**src/rtl/bdl_pkg.sv**
```systemverilog
`timescale 1ns / 1ps
// ----------------------------------------------------------------------------
// Button debounce and ladder decode package
// Shared widths, the ladder threshold table and the ladder decode function.
// ----------------------------------------------------------------------------
package bdl_pkg;

    localparam int HISTORY_DEPTH = 10;
    localparam int PIN_W         = 3;
    localparam int ADC_W         = 8;
    localparam int KEY_N         = 10;
    localparam int OUT_W         = PIN_W + KEY_N;

    typedef logic [PIN_W-1:0] t_pins;
    typedef logic [ADC_W-1:0] t_adc;
    typedef logic [KEY_N-1:0] t_keys;
    typedef logic [OUT_W-1:0] t_buttons;

    // Lower bound of each band, from the no-key band downwards.
    localparam t_adc LADDER_BOUNDS [KEY_N] = '{
        8'd224, 8'd185, 8'd168, 8'd151, 8'd134,
        8'd117, 8'd99,  8'd82,  8'd67,  8'd48
    };

    function automatic t_keys decode_ladder(input t_adc sample);
        t_keys keys;
        keys    = '0;
        keys[0] = 1'b1;
        for (int k = KEY_N - 1; k >= 0; k--) begin
            if (sample >= LADDER_BOUNDS[k]) begin
                keys = '0;
                if (k != 0) begin
                    keys[KEY_N-k] = 1'b1;
                end
            end
        end
        return keys;
    endfunction

endpackage

```
**src/rtl/bdl_in_if.sv**
```systemverilog
`timescale 1ns / 1ps
// ----------------------------------------------------------------------------
// Input channel
// Carries one beat of raw pin levels and one ladder ADC sample.
// ----------------------------------------------------------------------------
interface bdl_in_if;
    logic            valid;
    logic            ready;
    bdl_pkg::t_pins  pin_levels;
    bdl_pkg::t_adc   adc_sample;

    modport source (output valid, output pin_levels, output adc_sample, input ready);
    modport sink   (input valid, input pin_levels, input adc_sample, output ready);
endinterface

```
**src/rtl/bdl_out_if.sv**
```systemverilog
`timescale 1ns / 1ps
// ----------------------------------------------------------------------------
// Output channel
// Carries one beat of held button state and this tick's press and release events.
// ----------------------------------------------------------------------------
interface bdl_out_if;
    logic               valid;
    logic               ready;
    bdl_pkg::t_buttons  button_state;
    bdl_pkg::t_buttons  pressed_events;
    bdl_pkg::t_buttons  released_events;

    modport source (output valid, output button_state, output pressed_events,
                    output released_events, input ready);
    modport sink   (input valid, input button_state, input pressed_events,
                    input released_events, output ready);
endinterface

```
**src/rtl/button_debounce_and_ladder_decode.sv**
```systemverilog
`timescale 1ns / 1ps
// ----------------------------------------------------------------------------
// Button debounce and ladder decode
// Debounces three active-low pins over a sample window and decodes a
// resistor-ladder keypad sample, reporting held state and edge events.
// ----------------------------------------------------------------------------
// The block takes one beat per clock cycle unless stalled and returns exactly one
// result beat for each, in the next cycle, from an output register. A new beat is
// accepted whenever that register is empty or being emptied in the same cycle,
// so with the sink always ready the rate is one beat per cycle. The pin window
// is a chain of HISTORY_DEPTH-1 cells holding past samples; together with the
// incoming sample they make the full window, which starts cleared after reset.
module button_debounce_and_ladder_decode (
    input  logic i_clk,
    input  logic i_rst_n,
    bdl_in_if.sink    i_in,
    bdl_out_if.source o_out
);
    import bdl_pkg::*;

    localparam int CELLS = HISTORY_DEPTH - 1;

    logic  w_accept;
    t_pins w_pins;
    t_pins w_smp [CELLS+1];
    t_pins w_and [CELLS+1];
    t_pins w_all;
    t_keys w_keys;
    t_pins w_pin_chg;
    t_keys w_key_chg;

    t_pins    r_pins;
    t_keys    r_keys;
    logic     r_valid;
    t_buttons r_state;
    t_buttons r_pressed;
    t_buttons r_released;

    assign i_in.ready = !r_valid || o_out.ready;
    assign w_accept   = i_in.valid && i_in.ready;
    assign w_pins     = ~i_in.pin_levels;

    assign w_smp[0] = w_pins;
    assign w_and[0] = w_pins;

    for (genvar g = 0; g < CELLS; g++) begin : g_cell
        bdl_cell u_cell (
            .i_clk    (i_clk),
            .i_rst_n  (i_rst_n),
            .i_shift  (w_accept),
            .i_sample (w_smp[g]),
            .i_and    (w_and[g]),
            .o_sample (w_smp[g+1]),
            .o_and    (w_and[g+1])
        );
    end

    assign w_all     = w_and[CELLS];
    assign w_keys    = decode_ladder(i_in.adc_sample);
    assign w_pin_chg = r_pins ^ w_all;
    assign w_key_chg = r_keys ^ w_keys;

    always_ff @(posedge i_clk) begin
        if (!i_rst_n) begin
            r_pins  <= '0;
            r_keys  <= '0;
            r_valid <= 1'b0;
        end else begin
            if (w_accept) begin
                r_pins  <= w_all;
                r_keys  <= w_keys;
                r_valid <= 1'b1;
            end else if (o_out.ready) begin
                r_valid <= 1'b0;
            end
        end
    end

    always_ff @(posedge i_clk) begin
        if (w_accept) begin
            r_state    <= {w_keys, w_all};
            r_pressed  <= {w_key_chg & w_keys, w_pin_chg & w_all};
            r_released <= {w_key_chg & ~w_keys, w_pin_chg & ~w_all};
        end
    end

    assign o_out.valid           = r_valid;
    assign o_out.button_state    = r_state;
    assign o_out.pressed_events  = r_pressed;
    assign o_out.released_events = r_released;

    a_one_key: assert property (@(posedge i_clk) disable iff (!i_rst_n)
        r_valid |-> $onehot0(r_state[OUT_W-1:PIN_W]))
        else $error("more than one ladder key held");

    a_disjoint: assert property (@(posedge i_clk) disable iff (!i_rst_n)
        r_valid |-> ((r_pressed & r_released) == '0))
        else $error("press and release on the same button");

    a_press_held: assert property (@(posedge i_clk) disable iff (!i_rst_n)
        r_valid |-> (((r_pressed & ~r_state) == '0) && ((r_released & r_state) == '0)))
        else $error("event disagrees with held state");

    a_state_track: assert property (@(posedge i_clk) disable iff (!i_rst_n)
        $past(w_accept) |-> (r_state == {r_keys, r_pins}))
        else $error("output state differs from held state");

endmodule

```
**src/rtl/bdl_cell.sv**
```systemverilog
`timescale 1ns / 1ps
// ----------------------------------------------------------------------------
// Debounce window cell
// Holds one past pin sample, passes it on when a beat is taken and folds it
// into the running AND that travels along the chain.
// ----------------------------------------------------------------------------
module bdl_cell (
    input  logic           i_clk,
    input  logic           i_rst_n,
    input  logic           i_shift,
    input  bdl_pkg::t_pins i_sample,
    input  bdl_pkg::t_pins i_and,
    output bdl_pkg::t_pins o_sample,
    output bdl_pkg::t_pins o_and
);
    import bdl_pkg::*;

    t_pins r_sample;

    always_ff @(posedge i_clk) begin
        if (!i_rst_n) begin
            r_sample <= '0;
        end else if (i_shift) begin
            r_sample <= i_sample;
        end
    end

    assign o_sample = r_sample;
    assign o_and    = i_and & r_sample;

endmodule
```
**src/flat_wrapper.sv**
```systemverilog
// flat-port wrapper written by rule: the top's interface ports become plain ports
module button_debounce_and_ladder_decode_flat import bdl_pkg::*;
  (i_clk, i_rst_n, i_in_valid, i_in_pin_levels, i_in_adc_sample, i_in_ready, o_out_valid, o_out_button_state, o_out_pressed_events, o_out_released_events, o_out_ready);
  bdl_in_if i_in_i ();
  bdl_out_if o_out_i ();
  input  logic i_clk;
  input  logic i_rst_n;
  input wire logic [$bits(i_in_i.valid)-1:0] i_in_valid;
  input wire logic [$bits(i_in_i.pin_levels)-1:0] i_in_pin_levels;
  input wire logic [$bits(i_in_i.adc_sample)-1:0] i_in_adc_sample;
  output wire logic [$bits(i_in_i.ready)-1:0] i_in_ready;
  output wire logic [$bits(o_out_i.valid)-1:0] o_out_valid;
  output wire logic [$bits(o_out_i.button_state)-1:0] o_out_button_state;
  output wire logic [$bits(o_out_i.pressed_events)-1:0] o_out_pressed_events;
  output wire logic [$bits(o_out_i.released_events)-1:0] o_out_released_events;
  input wire logic [$bits(o_out_i.ready)-1:0] o_out_ready;
  assign i_in_i.valid = i_in_valid;
  assign i_in_i.pin_levels = i_in_pin_levels;
  assign i_in_i.adc_sample = i_in_adc_sample;
  assign i_in_ready = i_in_i.ready;
  assign o_out_valid = o_out_i.valid;
  assign o_out_button_state = o_out_i.button_state;
  assign o_out_pressed_events = o_out_i.pressed_events;
  assign o_out_released_events = o_out_i.released_events;
  assign o_out_i.ready = o_out_ready;
  button_debounce_and_ladder_decode u_core (.i_clk(i_clk), .i_rst_n(i_rst_n), .i_in(i_in_i), .o_out(o_out_i));
endmodule
```
**config.mk**
```make
export PLATFORM = sky130hd
export DESIGN_NAME = button_debounce_and_ladder_decode_flat
export DESIGN_NICKNAME = d
export VERILOG_FILES = /design/src/rtl/bdl_pkg.sv /design/src/rtl/bdl_in_if.sv /design/src/rtl/bdl_out_if.sv /design/src/rtl/button_debounce_and_ladder_decode.sv /design/src/rtl/bdl_cell.sv /design/src/flat_wrapper.sv
export SDC_FILE = /design/constraint.sdc
export NUM_CORES = 1
export LEC_CHECK = 0
export BUFFER_PORTS_ARGS = -buffer_cell sky130_fd_sc_hd__buf_2
export CORE_ASPECT_RATIO = 0.8
export CORE_MARGIN = 2
export CORE_UTILIZATION = 55
export CTS_BUF_LIST = sky130_fd_sc_hd__clkbuf_16
export DETAILED_ROUTE_END_ITERATION = 16
export PLACE_DENSITY = 0.77
export SLEW_MARGIN = 20
export SYNTH_ARGS = -nofsm -noshare
export SYNTH_HDL_FRONTEND = slang
export SYNTH_SLANG_ARGS = --single-unit
```
**constraint.sdc**
```tcl
create_clock -name i_clk -period 2.5 [get_ports i_clk]
set_input_delay 0.75 -clock i_clk [delete_from_list [all_inputs] [get_ports i_clk]]
set_output_delay 0.75 -clock i_clk [all_outputs]
set_load 0.02 [all_outputs]
```
==> results.txt <==
The flow ran to the end, and the final reports show no timing, DRC or antenna violations. The clock tree from TritonCTS is built. The sum of buffers and inverters on the critical path came out at 2. The worst-path maximum fanout is 3.

In the post-route analysis, the smallest setup slack over all paths is 0.591 ns. The ratio of routed vias to standard cells is 5.19. The power consumption is 3130 uW.

The share of the Yosys chip area taken by registers is 0.629. The first detailed-routing pass ran for 4 iterations. The congestion estimate from routability-driven global placement came to 0.748.

The via total after detailed routing came out at 2,225. The number of nets in the synthesized netlist is 306. The worst setup path is launched from a primary input.

The first global-routing pass estimated 9290 um of wire. The main flop type after synthesis is dfxtp_1. The biggest area contributor in the post-synthesis netlist is edfxtp_1. The highest cell delay on the worst timing path is 0.17 ns. The peak supply drop is 473 uV. The most common cell after layout, fill and taps aside is nand2_1. In this run the vertical extent of the chip is 71.9 um. The number of antenna-violating nets in the routed design came out at 0. The number of distinct standard cells referenced by the synthesized netlist came out at 35. Clock tree synthesis inserted a total of 9 buffers.

The post-synthesis instance area came out at 0.00317 mm2. In this run the most critical hold path is launched from u_core.r_keys[6]. The top cell type's share of synthesized area is 0.370. The count of endpoints failing hold in the final timing report is 0. The detail-routed net length per standard cell came out at 13.4 um. The cell count after synthesis came out at 291.

The mux share of post-synthesis cell area came out at 0. In the global route stage, overall resource usage came out at 0.197. The post-cts repair resize count is 0. The static leakage power is 0.00153 uW. By area the synthesized netlist is led by edfxtp_1, dfxtp_1, nand2_1, a21boi_0, nor2b_1.

CTS built an H-tree with a depth of 3. In this run the critical register-to-register path is launched from u_core.o_out.valid. The count of cells along the worst register-to-register path came out at 6. The accumulated negative setup slack came out at 0 ns. The register-to-register setup slack is 1.15 ns. Of the total synthesized cell area, the portion taken by full adders, half adders and majority gates is 0. The achievable clock frequency is 0.524 GHz. The starting utilization of the core area is 0.576.

The post-route clock period utilization is 0.764. The tool flagged a number of max-cap violations equal to 0. Setup violations remaining at the end of the flow were counted as 0.

The fraction of final layout cells sized beyond drive strength 1 is 0.234. Synthesis inferred 80 register bits. The layout filler cell count is 415. In the layout the commonest cells are nand2_1, buf_2, dfxtp_1. The remaining global-route overflow is 0. The critical path in this run is classified as in2out. The count of pins over their slew limit came out at 0.

The xor and xnor area share after synthesis is 0. The worst register-to-register path ends at u_core.r_keys[3]. The number of antenna violations at the first check in global routing is 0. The count of warnings emitted by yosys is 0. The die area is 0.00638 mm2. The setup fix buffers added after clock tree synthesis is 0. Relative to the synthesized area, the layout overhead comes to 21.5%. Measured against its own limit, the worst slew margin works out to 0.590. After detailed routing, the total wire length is 5730 um.

The most numerous cell type found on the critical path is buf_2. The synthesized design contains 39 enable-type register cells. The total number of nets in the final design came out at 361. The placed wire-length estimate came out at 3550 um. The data arrival at the endpoint of the critical path is 1.16 ns.

The boundary pin count is 56. The clock sink count came out at 80. The area fraction in and, or, nand and nor cells after synthesis came out at 0.191.

Input and output buffers added on the ports amount to 55. The synthesized area per cell came out at 10.9 um2. The horizontal extent of the die came out at 88.8 um. The via count of the first global-routing pass is 2,018. The area fraction in compound gates after synthesis is 0.146. The cell depth of the worst hold path is 2.

The async set or reset register ratio after synthesis is 0. For hold timing, the worst endpoint is u_core.r_keys[6]. The tree is rooted in a clkbuf_16. The critical path goes through buf_2 > nand2b_1 > buf_2. The minimum setup slack after placement came out at 0.395 ns.

For this run, the share of the core covered by cells in the final layout is 0.700. The measured slew at the worst slew-check pin is 0.615 ns. The tightest min-delay check is of the reg2reg type. In this run, post-CTS hold repair placed 0 buffers. The number of placement rows is 24.

The critical path required time came out at 1.75 ns. The clock insertion delay at the later pin of the skew report is 0.33 ns. Entering global routing, the biggest net connects 48 pins. The total power density per cell area came out at 814 mW/mm2. The placeable core region came out at 0.00550 mm2. No sink is reached through more buffers than the 2 on the longest clock path. Setup repair after global routing left no endpoint under its margin.

The kind of end point of the critical path is an output pin. The post-CTS clock slew at the launch and capture registers of the worst setup and hold paths is 0.06 ns. The cell family contributing the most delay on the critical path is buffers and inverters. The worst clock skew came out at 0.00295 ns. The post-layout minimum cycle time came out at 1.91 ns. The detailed router finished its first iteration with 134 violations. By area, the combinational part of the netlist is dominated by simple AND/OR/NAND/NOR gates. The DRC violation count after routing came out at 0. The repair_antennas step left the layout with diodes totalling 0. The slowest stage cell on the critical path is buf_2.
through the flow:
| stage | hold WS (ns) | std cells | cell area (um2) |
|---|---|---|---|
| finish | 0.463 | 429 | 3850 |
| floorplan | 0.439 | 291 | 3170 |
| detailed placement | 0.457 | 413 | 3510 |
| global route | 0.495 | 429 | 3850 |
| global placement | 0.449 | 413 | 3510 |
| CTS | 0.466 | 429 | 3850 |
how the worst max path moves through the flow:
stage,slack [ns],endpoint,from,depth (start not counted)
finish,0.59,i_in_ready,o_out_ready,3
global route,0.56,i_in_ready,o_out_ready,3
CTS,0.59,i_in_ready,o_out_ready,3
detailed placement,0.40,u_core.o_out.released_events[8],i_in_adc_sample[4],4
global placement,0.43,u_core.o_out.released_events[8],i_in_adc_sample[4],4
floorplan,0.20,u_core.o_out.button_state[0],o_out_ready,4
Yosys cell counts, drive strengths merged (4+ instances only):
library cell	count
a21oi	6
nand2	69
dfxtp	41
edfxtp	39
clkbuf	7
buf	7
inv	12
nand4	6
a21boi	31
and2	9
o21ai	10
nor2b	10
nor2	13
nor4b	4
tightest hold or removal path, cell delays in order (launching register included):
cell	delay (ns)
dfxtp_1	0.31
nand2_1	0.05
a21boi_1	0.05
routing by layer:
| metal | wire length (um) | part of all wire | vias to the layer above | track usage |
|---|---|---|---|---|
| met1 | 2690 | 0.47 | 1041 | 0.261 |
| li1 | - | - | 1122 | - |
| met5 | 0 | 0 | - | 0 |
| met2 | 2630 | 0.46 | 55 | 0.289 |
| met3 | 316 | 0.055 | 7 | 0.0772 |
| met4 | 92 | 0.016 | 0 | 0.0842 |
kinds of logic after synthesis:
| family | count (synthesis) |
|---|---|
| AO/OA/AOI/OAI | 61 |
| AND/OR/NAND/NOR | 124 |
| flip-flops | 80 |
| buffers and inverters | 26 |
area by class of cell:
cell class / instances / area [um2] / area share
Multi-Input combinational cell: 185 / 1060 / 0.277
Sequential cell: 80 / 1990 / 0.518
Clock inverter: 7 / 111 / 0.0290
Tap cell: 78 / 97.6 / 0.0254
Inverter: 12 / 45.0 / 0.0117
Timing Repair Buffer: 58 / 310 / 0.0807
Clock buffer: 9 / 225 / 0.0586
sequential cells by signal, summed over array words and instances, names as in the netlist:
name,cells
u_core.g_cell.u_cell.o_sample,27
u_core.o_out.button_state,13
u_core.o_out.pressed_events,13
u_core.o_out.released_events,13
u_core.o_out.valid,1
u_core.r_keys,10
u_core.r_pins,3
power breakdown:
part / switching, uW / internal (uW) / total [uW]
Sequential: 19.9 / 1430 / 1450
Combinational: 159 / 72.3 / 231
Clock: 483 / 967 / 1450
Note: power is estimated with default switching activity, not from simulation.
